### config.mk
export PLATFORM = sky130hd
export DESIGN_NAME = qvr_mul_rnd
export DESIGN_NICKNAME = d
export VERILOG_FILES = /design/src/quaternion_vector_rotate_top_defines.svh /design/src/qvr_mul_rnd.sv
export SDC_FILE = /design/constraint.sdc
export NUM_CORES = 2
export LEC_CHECK = 0
export BUFFER_PORTS_ARGS = -buffer_cell sky130_fd_sc_hd__buf_4
export CAP_MARGIN = 20
export CORE_MARGIN = 8
export CORE_UTILIZATION = 30
export CTS_BUF_LIST = sky130_fd_sc_hd__clkbuf_8
export CTS_CLUSTER_SIZE = 40
export DETAILED_ROUTE_END_ITERATION = 10
export GPL_ROUTABILITY_DRIVEN = 0
export PLACE_DENSITY_LB_ADDON = 0.12
export SLEW_MARGIN = 20
export SYNTH_ARGS = -nofsm -noshare
export SYNTH_HDL_FRONTEND = slang
export SYNTH_SLANG_ARGS = --single-unit
export TNS_END_PERCENT = 30
### constraint.sdc
create_clock -name clk -period 9.6 [get_ports clk]
set_input_delay 0.48 -clock clk [delete_from_list [all_inputs] [get_ports clk]]
set_output_delay 0.48 -clock clk [all_outputs]
set_load 0.05 [all_outputs]
### src/quaternion_vector_rotate_top_defines.svh
// assertion macros for the quaternion vector rotation block
// used by quaternion_vector_rotate_top; expects a clk and rst in scope
`ifndef QUATERNION_VECTOR_ROTATE_TOP_DEFINES_SVH
`define QUATERNION_VECTOR_ROTATE_TOP_DEFINES_SVH

// checked on every rising edge outside of reset
`define QVR_ASSERT(lbl, prop, msg) \
  lbl: assert property (@(posedge clk) disable iff (rst) prop) else $error(msg);

// checked on every rising edge, reset included
`define QVR_ASSERT_ALWAYS(lbl, prop, msg) \
  lbl: assert property (@(posedge clk) prop) else $error(msg);

`endif

### src/qvr_mul_rnd.sv
// signed multiply with round-to-nearest rescale and a registered result
// no dependencies
module qvr_mul_rnd #(
  parameter int A_WIDTH   = 18,
  parameter int B_WIDTH   = 32,
  parameter int FRAC_BITS = 16
) (
  input  logic                                     clk,
  input  logic                                     en,
  input  logic signed [A_WIDTH-1:0]                a,
  input  logic signed [B_WIDTH-1:0]                b,
  output logic signed [A_WIDTH+B_WIDTH-FRAC_BITS-1:0] prod
);

  localparam int P_WIDTH = A_WIDTH + B_WIDTH;
  localparam logic signed [P_WIDTH-1:0] HALF = P_WIDTH'(1) << (FRAC_BITS - 1);

  logic signed [P_WIDTH-1:0] full;
  logic signed [P_WIDTH-1:0] rounded;

  // exact product, then add half an lsb so the shift rounds ties upward
  assign full    = a * b;
  assign rounded = full + HALF;

  // arithmetic shift by the fraction bits, held while the stage stalls
  always_ff @(posedge clk) begin
    if (en) begin
      prod <= rounded[P_WIDTH-1:FRAC_BITS];
    end
  end

endmodule

==> flow_summary.ini <==
[final_layout]
fin_util_pct = 32.6
multi_input_area_um2 = 16800
areaGrowthSynthToFinish_pct = 7.47
final_nets = 2929
top_register = prod
final.fill_count = 7099
top_regs = prod: 34 flops
largest_register_ffs = 34
seqCellArea_um2 = 1020
drive_above_1_share_pct = 4.88

[sta]
tightest_slew_ps = 895
timing.fmax_mhz = 143
tns_ps = 0
min_period_ps = 6990
max_slew_margin_pct = 39.9
hold_viol = 0
timing.final.crit_share_pct = 72.9
rsz0062_at_grt = no
slew_viol_final = 0
setup_viol = 0

[place]
portBuffers = 85
dpl.hpwl_mm = 50.3

[floorplan]
core_um2 = 67400
die_h_um = 277
die_w_um = 277
dieArea_um2 = 76800
ios = 86
start_util_pct = 30.4
num_rows = 95

[yosys]
synth_area_leaders = fa_1 54%, inv_1 11%, ha_1 7.0%
yosys.area.top_type_share_pct = 54.1
syn_area_um2 = 20500
syn_area_per_cell_um2 = 9.23
yosysWarnings = 0
synth_edf_count = 34
seq_area_frac_synth_pct = 4.99
synthArstFlopShare_pct = 0
post-synth-top-area-cell = fa_1
synth_ff_type = edfxtp_1
ys_ff_latch = 34
yosysUniqueCellTypes = 56
synthesis.nets = 2935
synthCells = 2216

[global_routing]
grt_overflow = 0
antenna_found_initial = 5
grt_usage_pct = 17.4
grt_pass1_wl_mm = 102
grt_start_max_net_pins = 35
grt_pass1_vias = 16600

[worst_setup_path]
crit_required_ps = 9730
cp.arrival_ps = 7120
crit_type = primary input to flop
worstSetupStartpointType = primary input
critPathCaptureType = flop
critPathMaxFanout = 28

[clocking]
ctsHtreeMaxLevel = 2
clock_path_buffers = 2
post-cts-setup-buffers = 0
cts_sinks = 34
cts.repair.resized = 0
cts-root-buf = clkbuf_8
hold_buffers = 0
cts_buffers = 5
cts_tree = built
cts.clk_slew.worst_paths_ps = 150

[detailed_routing]
final_antenna_net_count = 0
drcViolationCount = 0
vias = 14400
avgViaCountPerCell = 4.65
wl_per_cell_um = 20.7
detail_route.wirelength_mm = 64.0
first_pass_iters = 7
first_iter_violations = 747

[job]
max_cap_viol_count = 0

[outcome]
status = complete, no violations

[hold_path]
hold_class = primary input to flop
-- through the flow --
step	instances	instance area (µm²)	hold WS [ps]	setup slack [ps]
after floorplan	2216	20500	592	3090
after global placement	3075	21800	970	1890
after detailed placement	3076	21800	968	1860
after CTS	3084	22000	605	2290
after global routing	3084	22000	633	2320
final	3088	22000	607	2610
-- metal layers --
metal | vias up | GRT usage, % | part of all wire (%)
li1 | 6331 | - | -
met1 | 7590 | 23.0 | 44
met2 | 335 | 29.2 | 48
met3 | 100 | 2.74 | 4.6
met4 | 2 | 5.15 | 3.0
met5 | - | 0 | 0.011
-- layout make-up --
type | count | area share [%]
multi-input cells | 1488 | 76.6
inverters | 594 | 10.1
well taps | 873 | 4.97
flip-flops and latches | 34 | 4.64
repair buffers | 87 | 2.96
clock buffers | 5 | 0.313
clock inverters | 3 | 0.313
diodes | 4 | 0.0455
-- cells in the final DEF, fill, tap and decap left out, types with 5 or more instances in the layout --
master      n
a21o_1     16
ha_1      114
nand3_1     9
and2_1    220
a211oi_1    6
a21oi_1    29
edfxtp_1   34
nor2_1     49
nand2_1   351
o21a_1      5
buf_4      86
o21ai_0    17
inv_1     593
xnor2_1    29
nor3_1      6
and3_1      5
nand2b_1    8
clkbuf_8    5
fa_1      553
xor2_1     12
-- logic make-up (layout without fill, tap and decap cells) --
kind of cell / after synthesis / after routing / share of synthesized area (%)
other: 0 / 4 / 0
flip-flops: 34 / 34 / 4.99
adder cells (fa/ha/maj): 667 / 667 / 61.1
buffers and inverters: 694 / 689 / 12.7
AO/OA/AOI/OAI: 109 / 109 / 3.74
multiplexers: 1 / 1 / 0.0489
AND/OR/NAND/NOR: 670 / 670 / 15.7
XOR/XNOR: 41 / 41 / 1.76
-- worst paths after layout --
check	startpoint	endpoint	slack [ps]	cells past startpoint
max	a[17]	prod[33]$_DFFE_PP_	2610	20
min	en	prod[21]$_DFFE_PP_	610	1
-- Yosys cell counts (2+ instances only) --
cell and n:
inv_1 593, fa_1 553, nand2_1 351, and2_1 220, ha_1 114, clkbuf_1 97
nor2_1 49, edfxtp_1 34, a21oi_1 29, xnor2_1 29, o21ai_0 17, a21o_1 16
xor2_1 12, nand3_1 9, nand2b_1 8, a211oi_1 6, nor3_1 6, and3_1 5
o21a_1 5, a221oi_1 4, a31oi_1 4, and4_1 4, or3_1 4, a221o_1 3
buf_1 3, nand4_1 3, nor2b_1 3, o211ai_1 3, o22ai_1 3, o211a_1 2
or2_2 2
-- worst max-delay path, stage by stage --
cell,delay [ps]
buf_4,140
inv_2,620
nor2_1,140
fa_1,530
fa_1,430
fa_1,520
fa_1,440
fa_1,490
inv_1,50
fa_1,470
inv_1,40
ha_1,360
a211oi_1,260
nand2_1,240
a221oi_2,680
a2111oi_2,230
o2111ai_1,450
nand3_1,180
a31oi_1,240
xnor2_1,100
Power is left out: the tool's default activity adds up to more than one toggle a clock period on the data nets, which glitch-free logic cannot reach.
